File: src/hdl/assert_macros.svh
// Assertion macros shared by the steering controller RTL.
// Used by the top level; expects a clock named i_clk and reset i_rst_n in scope.
`ifndef ASSERT_MACROS_SVH
`define ASSERT_MACROS_SVH

// Concurrent check on a clock edge, masked during reset.
`define LMSC_ASSERT(lbl, prop, msg) \
    lbl: assert property (@(posedge i_clk) disable iff (!i_rst_n) prop) else $error(msg);

// Same check without masking by reset.
`define LMSC_ASSERT_ALWAYS(lbl, prop, msg) \
    lbl: assert property (@(posedge i_clk) prop) else $error(msg);

`endif

File: src/hdl/lmsc_pkg.sv
// Package for the line maze steering controller: class and mode codes,
// bridge patterns, steering table and saturation helpers. No dependencies.
package lmsc_pkg;

    typedef enum logic [2:0] {
        CLS_WHITE  = 3'd0,
        CLS_BLACK  = 3'd1,
        CLS_LEFT   = 3'd2,
        CLS_CENTER = 3'd3,
        CLS_RIGHT  = 3'd4
    } t_class;

    typedef enum logic [1:0] {
        MODE_FOLLOW = 2'd0,
        MODE_SPIN_L = 2'd1,
        MODE_SPIN_R = 2'd2
    } t_mode;

    localparam logic [3:0] BRIDGE_FWD    = 4'd5;
    localparam logic [3:0] BRIDGE_SPIN_L = 4'd9;
    localparam logic [3:0] BRIDGE_SPIN_R = 4'd6;

    localparam logic REG_LEFT_BASE  = 1'b0;
    localparam logic REG_RIGHT_BASE = 1'b1;

    // Patterns that keep a right spin going.
    localparam logic [7:0] PAT_SPIN_R_A = 8'hC0;
    localparam logic [7:0] PAT_SPIN_R_B = 8'h40;
    localparam logic [7:0] PAT_SPIN_R_C = 8'h60;

    localparam logic [7:0] SPIN_R_SLOWDOWN = 8'd30;

    typedef struct packed {
        t_mode       mode;
        t_class      prev_cls;
        t_class      cur_cls;
        logic [7:0]  left_duty;
        logic [7:0]  right_duty;
        logic [3:0]  bridge;
    } t_steer_state;

    typedef struct packed {
        logic              hit;
        logic signed [7:0] l_off;
        logic signed [7:0] r_off;
    } t_steer_lut;

    function automatic t_class classify(input logic [7:0] s);
        t_class c;
        case (s)
            8'h00:               c = CLS_WHITE;
            8'hFF:               c = CLS_BLACK;
            8'hF8, 8'hF0, 8'hE0: c = CLS_LEFT;
            8'h1F, 8'h0F, 8'h07: c = CLS_RIGHT;
            default:             c = CLS_CENTER;
        endcase
        return c;
    endfunction

    function automatic t_steer_lut steer_lookup(input logic [7:0] s);
        t_steer_lut e;
        e.hit = 1'b1;
        case (s)
            8'h60:   begin e.l_off = -8'sd90; e.r_off =  8'sd90; end
            8'h20:   begin e.l_off = -8'sd50; e.r_off =  8'sd60; end
            8'h30:   begin e.l_off = -8'sd40; e.r_off =  8'sd30; end
            8'h10:   begin e.l_off = -8'sd15; e.r_off =  8'sd15; end
            8'h18:   begin e.l_off =  8'sd0;  e.r_off =  8'sd0;  end
            8'h08:   begin e.l_off =  8'sd15; e.r_off = -8'sd15; end
            8'h0C:   begin e.l_off =  8'sd30; e.r_off = -8'sd40; end
            8'h04:   begin e.l_off =  8'sd60; e.r_off = -8'sd50; end
            8'h06:   begin e.l_off =  8'sd90; e.r_off = -8'sd90; end
            default: begin e.hit = 1'b0; e.l_off = 8'sd0; e.r_off = 8'sd0; end
        endcase
        return e;
    endfunction

    // base + offset, clamped to 0..255
    function automatic logic [7:0] add_sat(input logic [7:0] base,
                                           input logic signed [7:0] off);
        logic signed [9:0] sum;
        sum = $signed({2'b00, base}) + $signed({{2{off[7]}}, off});
        if (sum < 10'sd0) begin
            return 8'd0;
        end else if (sum > 10'sd255) begin
            return 8'd255;
        end else begin
            return sum[7:0];
        end
    endfunction

    function automatic logic [7:0] sub_sat(input logic [7:0] base,
                                           input logic [7:0] amt);
        return (base > amt) ? (base - amt) : 8'd0;
    endfunction

endpackage

File: src/hdl/line_maze_steering_controller.sv
// Top level of the line maze steering controller: input register, steering
// state, result register and config registers. Depends on lmsc_pkg,
// lmsc_steer and assert_macros.svh.
//
// Usage:
//   Input channel (i_in_valid / o_in_ready) carries one 8-bit sensor pattern
//   per transfer. Output channel (o_out_valid / i_out_ready) returns one
//   result per input: both motor duties, bridge pins, the sample class and
//   the drive mode after that sample.
//   o_out_valid rises once an item has passed the input and result registers.
//   Throughput is one item per cycle while the receiver does not stall; the
//   steering state is updated by combinational logic between the two registers.
//   When the receiver stalls, the result register holds and the input
//   register still takes one more item; after that o_in_ready drops.
//   Base speeds are written through i_cfg_wr_en / i_cfg_index / i_cfg_data
//   (index 0 left, 1 right) only while the block is idle, a rule on the
//   user that the block does not enforce. Reset (synchronous, active low)
//   clears both pipeline stages, sets the mode to follow, both classes to
//   center, duties and base speeds to 0 and the bridge to forward.
`include "assert_macros.svh"

module line_maze_steering_controller (
    input  logic       i_clk,
    input  logic       i_rst_n,
    input  logic       i_in_valid,
    output logic       o_in_ready,
    input  logic [7:0] i_sensor_bits,
    output logic       o_out_valid,
    input  logic       i_out_ready,
    output logic [7:0] o_left_duty,
    output logic [7:0] o_right_duty,
    output logic [3:0] o_bridge_bits,
    output logic [2:0] o_sample_class,
    output logic [1:0] o_drive_mode,
    input  logic       i_cfg_wr_en,
    input  logic       i_cfg_index,
    input  logic [7:0] i_cfg_data
);
    import lmsc_pkg::*;

    logic         r_in_valid;
    logic [7:0]   r_sensor;
    t_steer_state r_state;
    t_steer_state n_state;
    t_class       n_cls;
    logic         r_out_valid;
    logic [7:0]   r_left_duty;
    logic [7:0]   r_right_duty;
    logic [3:0]   r_bridge;
    logic [2:0]   r_cls;
    logic [1:0]   r_mode;
    logic [7:0]   r_left_base;
    logic [7:0]   r_right_base;
    logic         s1_adv;

    assign s1_adv     = !r_out_valid || i_out_ready;
    assign o_in_ready = !r_in_valid || s1_adv;

    lmsc_steer u_steer (
        .i_state       (r_state),
        .i_sensor_bits (r_sensor),
        .i_left_base   (r_left_base),
        .i_right_base  (r_right_base),
        .o_next        (n_state),
        .o_cls         (n_cls)
    );

    always_ff @(posedge i_clk) begin
        if (!i_rst_n) begin
            r_left_base  <= 8'd0;
            r_right_base <= 8'd0;
        end else if (i_cfg_wr_en) begin
            case (i_cfg_index)
                REG_LEFT_BASE:  r_left_base  <= i_cfg_data;
                REG_RIGHT_BASE: r_right_base <= i_cfg_data;
                default: ;
            endcase
        end
    end

    always_ff @(posedge i_clk) begin
        if (!i_rst_n) begin
            r_in_valid <= 1'b0;
        end else if (o_in_ready) begin
            r_in_valid <= i_in_valid;
        end
    end

    always_ff @(posedge i_clk) begin
        if (o_in_ready && i_in_valid) begin
            r_sensor <= i_sensor_bits;
        end
    end

    always_ff @(posedge i_clk) begin
        if (!i_rst_n) begin
            r_out_valid        <= 1'b0;
            r_state.mode       <= MODE_FOLLOW;
            r_state.prev_cls   <= CLS_CENTER;
            r_state.cur_cls    <= CLS_CENTER;
            r_state.left_duty  <= 8'd0;
            r_state.right_duty <= 8'd0;
            r_state.bridge     <= BRIDGE_FWD;
        end else if (s1_adv) begin
            r_out_valid <= r_in_valid;
            if (r_in_valid) begin
                r_state <= n_state;
            end
        end
    end

    always_ff @(posedge i_clk) begin
        if (s1_adv && r_in_valid) begin
            r_left_duty  <= n_state.left_duty;
            r_right_duty <= n_state.right_duty;
            r_bridge     <= n_state.bridge;
            r_cls        <= n_cls;
            r_mode       <= n_state.mode;
        end
    end

    assign o_out_valid    = r_out_valid;
    assign o_left_duty    = r_left_duty;
    assign o_right_duty   = r_right_duty;
    assign o_bridge_bits  = r_bridge;
    assign o_sample_class = r_cls;
    assign o_drive_mode   = r_mode;

    `LMSC_ASSERT(a_spin_l_bridge, (r_state.mode == MODE_SPIN_L) |-> (r_state.bridge == BRIDGE_SPIN_L), "spin left without spin-left bridge")
    `LMSC_ASSERT(a_follow_bridge, (r_state.mode == MODE_FOLLOW) |-> (r_state.bridge == BRIDGE_FWD), "follow mode without forward bridge")
    `LMSC_ASSERT(a_state_hold, !(r_in_valid && s1_adv) |=> $stable(r_state), "steering state changed without a transfer")
    `LMSC_ASSERT(a_stage_hold, (r_in_valid && !s1_adv) |=> (r_in_valid && $stable(r_sensor)), "stalled input stage lost its item")

endmodule

File: src/hdl/lmsc_steer.sv
// Next-state logic of the steering controller: classification, mode
// transitions and saturated duty update. Depends on lmsc_pkg.
module lmsc_steer (
    input  lmsc_pkg::t_steer_state i_state,
    input  logic [7:0]             i_sensor_bits,
    input  logic [7:0]             i_left_base,
    input  logic [7:0]             i_right_base,
    output lmsc_pkg::t_steer_state o_next,
    output lmsc_pkg::t_class       o_cls
);
    import lmsc_pkg::*;

    t_class     cls;
    t_class     pc;
    t_steer_lut lut;

    assign cls   = classify(i_sensor_bits);
    assign lut   = steer_lookup(i_sensor_bits);
    assign pc    = i_state.cur_cls;
    assign o_cls = cls;

    always_comb begin
        o_next = i_state;
        case (i_state.mode)
            MODE_SPIN_L: begin
                if (cls == CLS_CENTER) begin
                    o_next.mode       = MODE_FOLLOW;
                    o_next.bridge     = BRIDGE_FWD;
                    o_next.left_duty  = i_left_base;
                    o_next.right_duty = i_right_base;
                    o_next.cur_cls    = CLS_CENTER;
                end
            end
            MODE_SPIN_R: begin
                if (!(i_sensor_bits inside {PAT_SPIN_R_A, PAT_SPIN_R_B, PAT_SPIN_R_C})) begin
                    o_next.mode       = MODE_FOLLOW;
                    o_next.bridge     = BRIDGE_FWD;
                    o_next.left_duty  = i_left_base;
                    o_next.right_duty = i_right_base;
                    o_next.cur_cls    = CLS_CENTER;
                end
            end
            default: begin
                o_next.mode     = MODE_FOLLOW;
                o_next.prev_cls = pc;
                o_next.cur_cls  = cls;
                if ((cls == CLS_WHITE && (pc inside {CLS_LEFT, CLS_BLACK, CLS_CENTER}))
                    || (cls == CLS_CENTER && (pc inside {CLS_LEFT, CLS_BLACK}))) begin
                    o_next.mode       = MODE_SPIN_L;
                    o_next.bridge     = BRIDGE_SPIN_L;
                    o_next.left_duty  = i_left_base;
                    o_next.right_duty = i_right_base;
                end else if (cls == CLS_WHITE && pc == CLS_RIGHT) begin
                    o_next.mode       = MODE_SPIN_R;
                    o_next.bridge     = BRIDGE_SPIN_R;
                    o_next.left_duty  = sub_sat(i_left_base, SPIN_R_SLOWDOWN);
                    o_next.right_duty = sub_sat(i_right_base, SPIN_R_SLOWDOWN);
                end else begin
                    if (cls == CLS_CENTER && pc == CLS_RIGHT) begin
                        o_next.left_duty  = i_left_base;
                        o_next.right_duty = i_right_base;
                    end
                    if (lut.hit) begin
                        o_next.left_duty  = add_sat(i_left_base, lut.l_off);
                        o_next.right_duty = add_sat(i_right_base, lut.r_off);
                    end
                end
            end
        endcase
    end

endmodule

File: config.mk
export PLATFORM = sky130hd
export DESIGN_NAME = line_maze_steering_controller
export DESIGN_NICKNAME = d
export VERILOG_FILES = /design/src/hdl/lmsc_pkg.sv /design/src/hdl/line_maze_steering_controller.sv /design/src/hdl/lmsc_steer.sv
export VERILOG_INCLUDE_DIRS = /design/src /design/src/hdl
export SDC_FILE = /design/constraint.sdc
export NUM_CORES = 1
export LEC_CHECK = 0
export BUFFER_PORTS_ARGS = -buffer_cell sky130_fd_sc_hd__clkbuf_2
export CORE_UTILIZATION = 60
export DETAILED_ROUTE_END_ITERATION = 12
export PLACE_DENSITY_LB_ADDON = 0.08
export SYNTH_ARGS = -nofsm -noshare
export SYNTH_HDL_FRONTEND = slang
export SYNTH_SLANG_ARGS = --single-unit
File: constraint.sdc
create_clock -name i_clk -period 4.95 [get_ports i_clk]
set_input_delay 0 -clock i_clk [delete_from_list [all_inputs] [get_ports i_clk]]
set_output_delay 0 -clock i_clk [all_outputs]
set_load 0.01 [all_outputs]
Word level (Yosys, flattened, before mapping) --
Index checks and enable logic that the tools add are counted.
Word-level totals: flip-flop bits (word level) 76, bits of input ports 22, output and inout bits 27, logic and storage cells 98
Cells by class: add/subtract/negate cells 4, $lt $le $gt $ge 6, equality and inequality tests 27, muxes and demuxes 22, bitwise gates (word level) 1, reduce and logical (&&, ||, !) cells 23
Operators with widths (number):
- case mux 16 bit (8 select lines) | 1
- two-way mux 16 bit | 3
- two-way mux 8 bit | 6
- two-way mux 23 bit | 2
- case mux 23 bit (2 select lines) | 1
- equality test 8 bit (second input constant) | 5
- equality test 8 x 3 -> 1 bit (second input constant) | 3
- equality test 8 x 4 -> 1 bit (second input constant) | 3
- equality test 8 x 5 -> 1 bit (second input constant) | 3
- adder 9 x 8 -> 10 bit | 2
- greater-than comparator 10 x 9 -> 1 bit (second input constant) | 2
- less-than comparator 10 x 1 -> 1 bit (second input constant) | 2
- two-way mux 20 bit | 1
- equality test 8 x 6 -> 1 bit (second input constant) | 2
- equality test 8 x 7 -> 1 bit (second input constant) | 2
- greater-than comparator 8 x 5 -> 1 bit (second input constant) | 2
- subtractor 8 x 5 -> 8 bit (second input constant) | 2
- case mux 3 bit (4 select lines) | 1
- equality test 3 x 2 -> 1 bit (second input constant) | 3
- OR reduction 9 bit | 1
- logical NOT 8 bit | 1
- two-way mux 2 bit | 4
- logical AND 1 bit | 6
- AND reduction 2 bit | 3
- 17 further kinds | 22

Logic depth before layout (Yosys ltp) --
Gate-level depths: netlist (run 1).
depth after elaboration 10, depth in mapped cells 15

Hierarchy --
Synthesis (run 1) repeated with hierarchy kept, for this count alone.
Unflattened totals: cells, all modules 622, area, all modules 5418.9 µm²
Modules (own cells, without submodules):
- line_maze_steering_controller | instances 1, cells each 238, area each 2865.2 µm², sequential area each 1911.8 µm²
- lmsc_steer | instances 1, cells each 384, area each 2553.7 µm², sequential area each 0.0 µm²

Least setup slack after synthesis (run 1) --
OpenSTA, ideal clock, no wires.
path type register -> register, from reg r_sensor[2], to reg r_state[14] (netlist name), setup time 0.084 ns, arrival 3.813 ns, data required time 4.866 ns, path slack 1.053 ns, cell stages (with the launch flop) 16, path buffers 1, clock period less this slack 3.897 ns, cell sequence edfxtp_1 > buf_6 > or4_4 > nor3_1 > nand2_1 > or2_2 > nand3_1 > fa_1 > a211o_1 > o211ai_1 > a211oi_1 > and4b_2 > nor3_1 > or3b_1 > nor3b_1 > o31ai_2
Between the ends: cells in the longest elaborated chain, start to end 10
Ends and longest elaborated chain:
- from (decl) | RTL line line_maze_steering_controller.sv:42 | logic [7:0] r_sensor;
- from (signal assigned) | RTL line line_maze_steering_controller.sv:91 | r_sensor <= i_sensor_bits;
- equality test 8 x 3 -> 1 bit, or another cell as far along | RTL line lmsc_pkg.sv:63 | case (s)
- case mux 16 bit (8 select lines) or OR reduction 3 bit (tied branches) | RTL line lmsc_pkg.sv:63, lmsc_pkg.sv:50
- adder 9 x 8 -> 10 bit or case mux 3 bit (4 select lines) (tied branches) | RTL line lmsc_pkg.sv:82, lmsc_pkg.sv:50
- greater-than comparator 10 x 9 -> 1 bit or equality test 3 x 2 -> 1 bit (tied branches)
- two-way mux 8 bit or logical AND 1 bit (tied branches) | RTL line lmsc_pkg.sv:85, lmsc_steer.sv:59
- two-way mux 8 bit or two-way mux 16 bit (tied branches) | RTL line lmsc_pkg.sv:83, lmsc_steer.sv:59
- two-way mux 16 bit | RTL line lmsc_steer.sv:63 | if (lut.hit) begin
- two-way mux 16 bit | RTL line lmsc_steer.sv:53 | end else if (cls == CLS_WHITE && pc == CLS_RIGHT) begin
- two-way mux 20 bit | RTL line lmsc_steer.sv:47 | if ((cls == CLS_WHITE && (pc inside {CLS_LEFT, CLS_BLACK, CLS_CENTER}))
- case mux 23 bit (2 select lines) (*) | RTL line lmsc_steer.sv:24 | case (i_state.mode)
- to (signal assigned) | RTL line line_maze_steering_controller.sv:107 | r_state <= n_state;
- to (decl) | RTL line line_maze_steering_controller.sv:43 | t_steer_state r_state;
Every way passes the cells marked *; elsewhere a longest branch is shown, timed or not. The select of a mux whose other input is x is not followed. A chain may end at the register's enable or synchronous reset.

==> results of run 1 <==
[state kept, by name, summed over array words and instances (netlist names), 2 cells and up]
signal          cells
o_left_duty         8
r_sensor            8
r_left_base         8
o_sample_class      3
r_right_base        8
o_bridge_bits       4
o_drive_mode        2
r_state            25
o_right_duty        8
[synthesized netlist by cell type (all sizes together), types with 3 or more instances]
cell type  count
a211oi         8
o21a           5
clkbuf        22
nor2b          6
o21ai         34
a221o          4
a221oi        14
nor3          13
inv           15
edfxtp        33
a21o          11
or2            5
and3          13
a32o           4
o211ai         5
nand2b         9
and4           3
xor2           9
o211a          4
nor2          31
or3            7
a21boi        19
nand3         36
mux2i          5
nand2         76
a31oi          6
nor4           6
a22o           3
and2           5
a21oi         35
nor3b          4
buf            8
nand4          5
dfxtp         43
xnor2          6
o31ai         11
ha            22
a31o           7
[report_power, final]
part | total (uW) | switching (uW) | internal (uW)
combinational | 291 | 178 | 113
clock | 503 | 262 | 241
sequential | 737 | 39.0 | 698
total | 1530 | 479 | 1050
[logic make-up after synthesis]
group           Yosys count  share of synthesized area [%]
compound gates          193                          26.82
xor+xnor                 15                          2.525
fa+ha+maj                24                          6.061
buf+inv                  47                          4.641
flops                    76                          35.59
mux                       5                          1.203
simple gates            225                          23.16
[worst max-delay path, delay by kind of cell (launching register included)]
kind,cells,cell delay [ns]
fa+ha+maj,1,0.29
flops,1,0.60
simple gates,8,2.11
compound gates,5,1.25
[metal layers]
| metal | routed length [um] | up-vias | share of wire (%) |
|---|---|---|---|
| met1 | 5964 | 2300 | 42 |
| met5 | 0 | - | 0 |
| met3 | 1154 | 30 | 8.1 |
| met2 | 6748 | 250 | 47 |
| li1 | - | 2316 | - |
| met4 | 341 | 0 | 2.4 |
[what timing repair did]
action / in CTS / in global routing
setup endpoints to repair: 0 / 2
gates resized for setup: 0 / 1
hold buffers: 18 / 0
hold endpoints to repair: 26 / 0
[metrics by stage]
stage                     std cells  utilization (%)  total power (uW)  cell area (sq um)  hold slack, ns
after CTS                       745            70.04              1531               5813         0.04178
after detailed placement        711            65.39              1024               5426          0.1786
final                           745            70.06              1531               5814         0.05198
after global routing            745            70.06              1594               5814         0.06516
after floorplan                 585                -             943.5               5202         0.09887
after global placement          711            65.39              1014               5426          0.1767
[cell usage in the layout, fill, tap and decap left out, types with 6 or more instances in the layout]
master / n
sky130_fd_sc_hd__clkbuf_8: 9
sky130_fd_sc_hd__a211oi_1: 8
sky130_fd_sc_hd__edfxtp_1: 33
sky130_fd_sc_hd__dlygate4sd3_1: 18
sky130_fd_sc_hd__a21oi_1: 35
sky130_fd_sc_hd__clkbuf_2: 48
sky130_fd_sc_hd__nand2_1: 76
sky130_fd_sc_hd__nand3_1: 35
sky130_fd_sc_hd__xor2_1: 9
sky130_fd_sc_hd__nand2b_1: 9
sky130_fd_sc_hd__dfxtp_1: 43
sky130_fd_sc_hd__a21o_1: 11
sky130_fd_sc_hd__a31oi_1: 6
sky130_fd_sc_hd__a221oi_1: 14
sky130_fd_sc_hd__inv_1: 15
sky130_fd_sc_hd__a21boi_0: 19
sky130_fd_sc_hd__ha_1: 22
sky130_fd_sc_hd__xnor2_1: 6
sky130_fd_sc_hd__and3_1: 12
sky130_fd_sc_hd__nor2_1: 30
sky130_fd_sc_hd__nor3_1: 11
sky130_fd_sc_hd__o31ai_1: 9
sky130_fd_sc_hd__nor2b_1: 6
sky130_fd_sc_hd__o21ai_0: 32
[how the worst max path moves through the flow]
stage	startpoint	to	slack (ns)	cells past startpoint
finish	r_sensor[3]$_DFFE_PP_	o_left_duty[3]$_DFFE_PP_	0.42	14
global placement	r_sensor[3]$_DFFE_PP_	o_left_duty[3]$_DFFE_PP_	0.62	14
detailed placement	r_sensor[3]$_DFFE_PP_	o_left_duty[3]$_DFFE_PP_	0.46	14
floorplan	r_sensor[2]$_DFFE_PP_	r_state[14]$_SDFFE_PN0P_	1.05	15
global route	r_sensor[3]$_DFFE_PP_	o_left_duty[3]$_DFFE_PP_	0.04	14
CTS	r_sensor[3]$_DFFE_PP_	o_left_duty[3]$_DFFE_PP_	0.42	14
[area by class of cell]
class / count / area, sq um / share of cell area [%]
clock inverters: 7 / 82.58 / 1.420
clock buffers: 9 / 123.9 / 2.130
flip-flops and latches: 76 / 1852 / 31.85
multi-input cells: 462 / 3117 / 53.60
well taps: 105 / 131.4 / 2.260
inverters: 17 / 65.06 / 1.119
repair buffers: 69 / 442.9 / 7.618
==> results.txt, run 1 <==
The via count of the first global-routing pass is 4435, and the clock-pin slew reported for the worst setup and hold paths after clock tree synthesis is 0.09 ns. The synthesized netlist contains 84 unique library cells. The run gives 62.69% as the initial standard-cell utilization of the core. At the later pin of the worst-skew pair, clock insertion delay measures 0.36 ns. The largest single stage delay on the critical path is 0.65 ns. The ratio of cells with drive above 1 in the final layout works out to 16.09%. Most repeated library cell on the critical path: sky130_fd_sc_hd__nor2_1. The die covers 9047 sq um.

Walking the worst path, the cells encountered are or4_4 -> nor3_1 -> nand2_1 -> or2_2 -> nand3_1 -> ha_1 -> a211o_1 -> o211ai_1 -> a211oi_1 -> and4b_2 -> nor2_1 -> a21boi_0 -> a2111oi_1 -> nor2_1. Worst-margin pin slew: 0.9826 ns. The end point of the most critical hold path is r_right_base[4]$_SDFFE_PN0P_.

The cell area power density is 263.3 nW/um^2, and the deepest clock path buffer count is 2. Data on the critical path arrives at its endpoint at 4.63 ns. Boundary pin count: 49.

In the routed design, unresolved DRC markers number 0. From left edge to right edge, the die measures 95.12 um. The smallest clock period supported by the final layout is computed as 4.532 ns.

Height of the die: 95.12 um. The count of warnings emitted by yosys was 0. Setup slack on the worst reg-to-reg path comes out at 0.42 ns. The total of flip-flops plus latches after synthesis came out at 76. The average cell area after synthesis was 8.893 sq um; the count of antenna-violating nets left after detailed routing was 0.

For the standard-cell row count, the log shows 33. The endpoint identified for the worst register-to-register timing path is o_left_duty[3]$_DFFE_PP_. STA classifies the critical path startpoint as a register. Input and output buffers added on the ports amount to 48. The floorplan step defined a core boundary enclosing 8299 sq um.

Setup repair after global routing left no endpoint under its margin. OpenSTA, run right after detailed placement, puts the worst setup slack at 0.4638 ns. Before antenna repair, the detailed router went through 6 iterations. Global routing met2 resource utilization: 54.40%.

The worst slew margin relative to its limit is 34.49%, and the number of synthesized flops with an enable pin is 33. The share of synthesized area occupied by flip-flops and latches came out at 35.59%. The total grt overflow is 0.

0 antenna diodes ended up in the layout. The largest total area in the synthesized netlist belongs to sky130_fd_sc_hd__edfxtp_1. For the netlist area before placement, the log shows 5202 sq um. The weighted congestion at the end of routability-driven global placement is 1.012. The startpoint identified for the worst register-to-register timing path is r_sensor[3]$_DFFE_PP_. Adding up every negative setup slack in the final design gives 0 ns.

The first global-routing pass estimated 22660 um of wire. The maximum clock frequency was 220.7 MHz. The clock net in this run drives a total of 76 sinks.

Among all flip-flop cells after synthesis, the most frequent one is sky130_fd_sc_hd__dfxtp_1. STA classifies the critical path endpoint as a register. The slowest cell on the critical path is sky130_fd_sc_hd__or4_4. For the CTS buffer count, the log shows 9. The run gives 585 as the number of instances in the synthesized netlist. The final routed wire length divided by cell count was 19.07 um.

Global routing used 33.07% of the available tracks. The cell depth of the worst min-delay path is 3, and the critical-path maximum fanout is 15. The worst path meets setup with 0.4181 ns of slack. Global routing consumed, on the met1 layer, 43.63% of the routing resources. The tools report the number of antenna violations at the first check in global routing as 0. Of the available clock period, the critical path in the final layout requires 91.55%. The routed layout has 4896 vias. The post-detailed-placement half-perimeter wirelength was 10150 um; the count of nets after finishing was 681.

The setup skew after layout is 0.01011 ns. Fill cells in the final layout number 690. For met3 alone, demand over resource in global routing was 5.582%. The count of routing violations after the opening detailed-route iteration is 384. By area the synthesized netlist is led by sky130_fd_sc_hd__edfxtp_1 (19%), sky130_fd_sc_hd__dfxtp_1 (17%), sky130_fd_sc_hd__nand2_1 (5.5%). For the worst setup path, the data required time is 5.04 ns. Setup violations remaining at the end of the flow were counted as 0.

Entering global routing, the biggest net connects 51 pins. In this run the post-CTS setup repair buffer count came out at 0. Number of failing hold endpoints at the final stage: 0. IR analysis of the VDD net gives a maximum drop of 156.6 uV. The total wire length after detailed routing came out at 14210 um. Across the run, the number of max-cap violations was 0. The logs give 631 for the net count after synthesis and 0 for the final count of pins violating max slew. TritonCTS built the clock tree. Using the TritonRoute via totals, the vias-per-cell ratio works out to 6.572.

The maximum level of the CTS H-tree was 3; the number of cells on the worst reg-to-reg path was 14. In this run the biggest area consumer among cell types represents 19.05% of the synthesized area. The tools report the clock tree root buffer cell as sky130_fd_sc_hd__clkbuf_8.

The peak-usage layer in the global routing report is met2. The class of the tightest hold or removal check was input pin to register. The flow ran to the end, and the final reports show no timing, DRC or antenna violations. Category of the critical setup timing path: register to register. The async set or reset register ratio after synthesis was 0%. In this run the static leakage power is 0.002346 uW. The hold path startpoint is i_cfg_index. The area added between synthesis and finish is 11.76%.
Note: power is estimated with default switching activity, not from simulation.
==> run 2, diff against run 1 <==
Settings changed: PLACE_DENSITY set to 0.8, PLACE_DENSITY_LB_ADDON 0.08 to not set, REMOVE_ABC_BUFFERS set to 1.
==> results.txt, run 2 (same netlist as run 1, synthesis figures left out) <==
The cell depth of the worst min-delay path is 3 (unchanged). Endpoint required time on the critical path: 5.04 ns (about the same). The number of antenna diodes was 0 (unchanged).

The tools report the internal power summed over all cells as 1062 uW (was 1052 uW). The run gives 480.4 uW (was 479.3 uW) as the reported net switching power. The hold path startpoint is i_cfg_index (unchanged). The final routed wire length divided by cell count is 18.95 um (was 19.07 um). Setup repair after global routing left no endpoint under its margin.

The filler cell count came out at 656 (was 690). The tools report the startpoint of the lowest-slack register-to-register path as r_sensor[3]$_DFFE_PP_ (unchanged). Class of the tightest hold or removal check: input pin to register (unchanged). The worst-margin pin slew came out at 0.9232 ns (was 0.9826 ns). The initial standard-cell utilization of the core is 62.69% (unchanged), and the via count of the first global-routing pass is 4518 (was 4435). The tools report the post-placement setup slack as 0.5399 ns (was 0.4638 ns). The number of failing hold endpoints at the final stage is 0 (unchanged), and the minimum setup slack among reg-to-reg paths is 0.31 ns (was 0.42 ns). The weighted congestion at the end of routability-driven global placement was 0.9324 (was 1.012); the global-route wire length before repair was 22380 um (was 22660 um).

The total chip power came out at 1542 uW (was 1531 uW). The combinational group share of total power is 18.7% (was 19.0%). The floorplan die width was 95.12 um (unchanged); the clock-pin slew reported for the worst setup and hold paths after clock tree synthesis was 0.09 ns (about the same).

The run gives 0 (unchanged) as the number of antenna violations at the first check in global routing. The count of input and output buffers came out at 48 (unchanged). The final cycle utilization of the critical path was 93.81% (was 91.55%). The logs give 0 (unchanged) for the quantity of gates resized following cts and 215.3 MHz (was 220.7 MHz) for the maximum clock frequency.

The post-detailed-placement half-perimeter wirelength is 9626 um (was 10150 um). The clock tree root buffer cell is sky130_fd_sc_hd__clkbuf_8 (unchanged). The slowest cell on the critical path was sky130_fd_sc_hd__or4_4 (unchanged).

The tools report the post-CTS setup-driven buffer insertion count as 0 (unchanged). The area added between synthesis and finish was 11.90% (was 11.76%). Endpoint type of the worst setup path: a register (unchanged). For the number of remaining DRC errors, the log shows 0 (unchanged). The tools report the fraction of power consumed by the clock network as 33.4% (was 32.9%). TritonCTS built the clock tree. Most used cells in the layout excluding fill and tap cells: sky130_fd_sc_hd__nand2_1 (76), sky130_fd_sc_hd__clkbuf_2 (48), sky130_fd_sc_hd__dfxtp_1 (43) (unchanged). The maximum level of the CTS H-tree is 3 (unchanged).

The number of cells on the worst reg-to-reg path works out to 14 (unchanged). The height of the die came out at 95.12 um (unchanged). The final count of pins violating max slew was 0 (unchanged). The cell area power density was 264.9 nW/um^2 (was 263.3 nW/um^2).

The run gives 14140 um (was 14210 um) as the total wire length after detailed routing. The critical-path maximum fanout was 15 (unchanged). The end point of the most critical hold path was r_right_base[7]$_SDFFE_PN0P_ (was r_right_base[4]$_SDFFE_PN0P_).

For the total placed instance area, the log shows 5434 sq um (was 5426 sq um). The cell leakage power is 0.002348 uW (was 0.002346 uW), and the area of the placeable core is 8299 sq um (unchanged). The CTS buffer count is 9 (unchanged). Count of routing violations after the opening detailed-route iteration: 353 (was 384).

The total number of vias is 4944 (was 4896), and the largest stage delay on the critical path is 0.65 ns (about the same). Number of vias per cell: 6.627 (was 6.572). The number of endpoints failing setup at the final stage is 0 (unchanged).

The tools report the total grt overflow as 0 (unchanged). For the deepest clock path buffer count, the log shows 2 (unchanged). The maximum number of pins on one net before global-route repair came out at 51 (unchanged). The tools report the length of the first detailed-routing pass in iterations as 5 (was 6). Count of antenna-violating nets left after detailed routing: 0 (unchanged).

The tools report the critical path startpoint category as a register (unchanged). The tools report the count of maximum capacitance violations as 0 (unchanged). The worst slew margin relative to its limit was 38.45% (was 34.49%); the boundary pin count was 49 (unchanged). Setup TNS: 0 ns (unchanged). The most frequent standard cell in the layout excluding fill and tap cells is sky130_fd_sc_hd__nand2_1 (unchanged).

The tools report the terminus of the critical flop-to-flop path as o_left_duty[3]$_DFFE_PP_ (unchanged). The setup slack after layout came out at 0.3063 ns (was 0.4181 ns). The die footprint is 9047 sq um (unchanged). For the data arrival time of the worst path, the log shows 4.73 ns (was 4.63 ns).

The time the final worst path needs with I/O delays and setup was 4.644 ns (was 4.532 ns). The run gives 142.2 uV (was 156.6 uV) as the peak supply drop. The flip-flop count of the largest register, all copies and words added is 25 (unchanged), and the switching share of power is 31.15% (was 31.31%). The most repeated library cell on the critical path is sky130_fd_sc_hd__a21oi_1 (was sky130_fd_sc_hd__nor2_1). The source-to-sink clock delay at the later pin of the worst-skew pair is 0.35 ns (was 0.36 ns), and the ratio of cells with drive above 1 in the final layout is 16.22% (was 16.09%).

The count of nets after finishing came out at 682 (was 681). The tools report the standard-cell row count as 33 (unchanged). The category of the critical setup timing path is register to register (unchanged).

The logs give 76 (unchanged) for the number of sinks on the clock net and 5822 sq um (was 5814 sq um) for the design area. The flow ran to the end, and the final reports show no timing, DRC or antenna violations. Cell-by-cell trace of the critical path: or4_4 -> nor3_1 -> nand2_1 -> or2_2 -> nand3_1 -> ha_1 -> a21oi_1 -> o22ai_1 -> o21ai_0 -> a21oi_1 -> mux2i_4 -> a21boi_0 -> a2111oi_0 -> nor2_1 (was or4_4 -> nor3_1 -> nand2_1 -> or2_2 -> nand3_1 -> ha_1 -> a211o_1 -> o211ai_1 -> a211oi_1 -> and4b_2 -> nor2_1 -> a21boi_0 -> a2111oi_1 -> nor2_1). The logs give 0.009366 ns (was 0.01011 ns) for the setup skew after layout and 47.9% (was 48.1%) for the register share of total power.

The register with the most flip-flops was r_state (unchanged). The tools report the global-route usage over all layers as 32.23% (was 33.07%). The launching instance or port of the critical path was r_sensor[3]$_DFFE_PP_ (unchanged).
run 2: changes by cell type in the layout (fill, tap and decap cells not counted):
cell                         before  now
sky130_fd_sc_hd__a2111oi_0        0    1
sky130_fd_sc_hd__inv_8            1    0
sky130_fd_sc_hd__clkinvlp_4       2    3
sky130_fd_sc_hd__clkbuf_8         9   10
sky130_fd_sc_hd__buf_4            3    4
sky130_fd_sc_hd__a2111oi_1        1    0
sky130_fd_sc_hd__clkinv_4         1    0
run 2: through the flow:
step / hold WS [ns] / utilization, % / std cells
after floorplan: 0.07183 / - / 555
after global placement: 0.1763 / 65.48 / 712
after detailed placement: 0.1789 / 65.48 / 712
after CTS: 0.02477 / 70.15 / 746
after global routing: 0.05818 / 70.15 / 746
final: 0.03330 / 70.15 / 746
run 2: worst max path at each step:
| stage | to | slack [ns] |
|---|---|---|
| after detailed placement | r_state[14]$_SDFFE_PN0P_ | 0.54 |
| after global placement | o_left_duty[3]$_DFFE_PP_ | 0.64 |
| after CTS | o_left_duty[3]$_DFFE_PP_ | 0.44 |
| final | o_left_duty[3]$_DFFE_PP_ | 0.31 |
| after floorplan | r_state[14]$_SDFFE_PN0P_ | 0.95 |
| after global routing | o_left_duty[3]$_DFFE_PP_ | 0.03 |
run 2: what timing repair did:
item	in CTS	in global routing
hold buffers	18	0
endpoints found under the hold margin	26	0
endpoints found under the setup margin	0	0
run 2: critical path: cells and delay by family, from the launching register on:
kind            cells  cell delay, ns
compound gates      6            1.56
flops               1            0.59
simple gates        6            1.73
mux                 1            0.26
fa+ha+maj           1            0.26
run 2: layout make-up:
class	instances	area (sq um)	share of cell area [%]
clock buffer	10	137.6	2.364
sequential	76	1852	31.81
tap	105	131.4	2.257
timing repair buffer	70	450.4	7.737
clock inverter	6	70.07	1.204
multi-input combinational	462	3115	53.51
inverter	17	65.06	1.118
run 2: power groups by stage:
stage | Sequential [uW] | Clock (uW) | Combinational, uW
6_report | 738 | 515 | 289
5_1_grt | 743 | 541 | 316
4_1_cts | 737 | 512 | 280
3_5_place_dp | 751 | 0 | 268
3_3_place_gp | 749 | 0 | 261
2_1_floorplan | 747 | 0 | 179
run 2: per-layer routing:
layer / GRT usage [%] / vias up / part of all wire (%)
met4: 11.49 / 0 / 2.2
met3: 4.545 / 32 / 7.3
met5: 0 / - / 0
met2: 51.67 / 261 / 47
li1: - / 2320 / -
met1: 44.08 / 2331 / 44
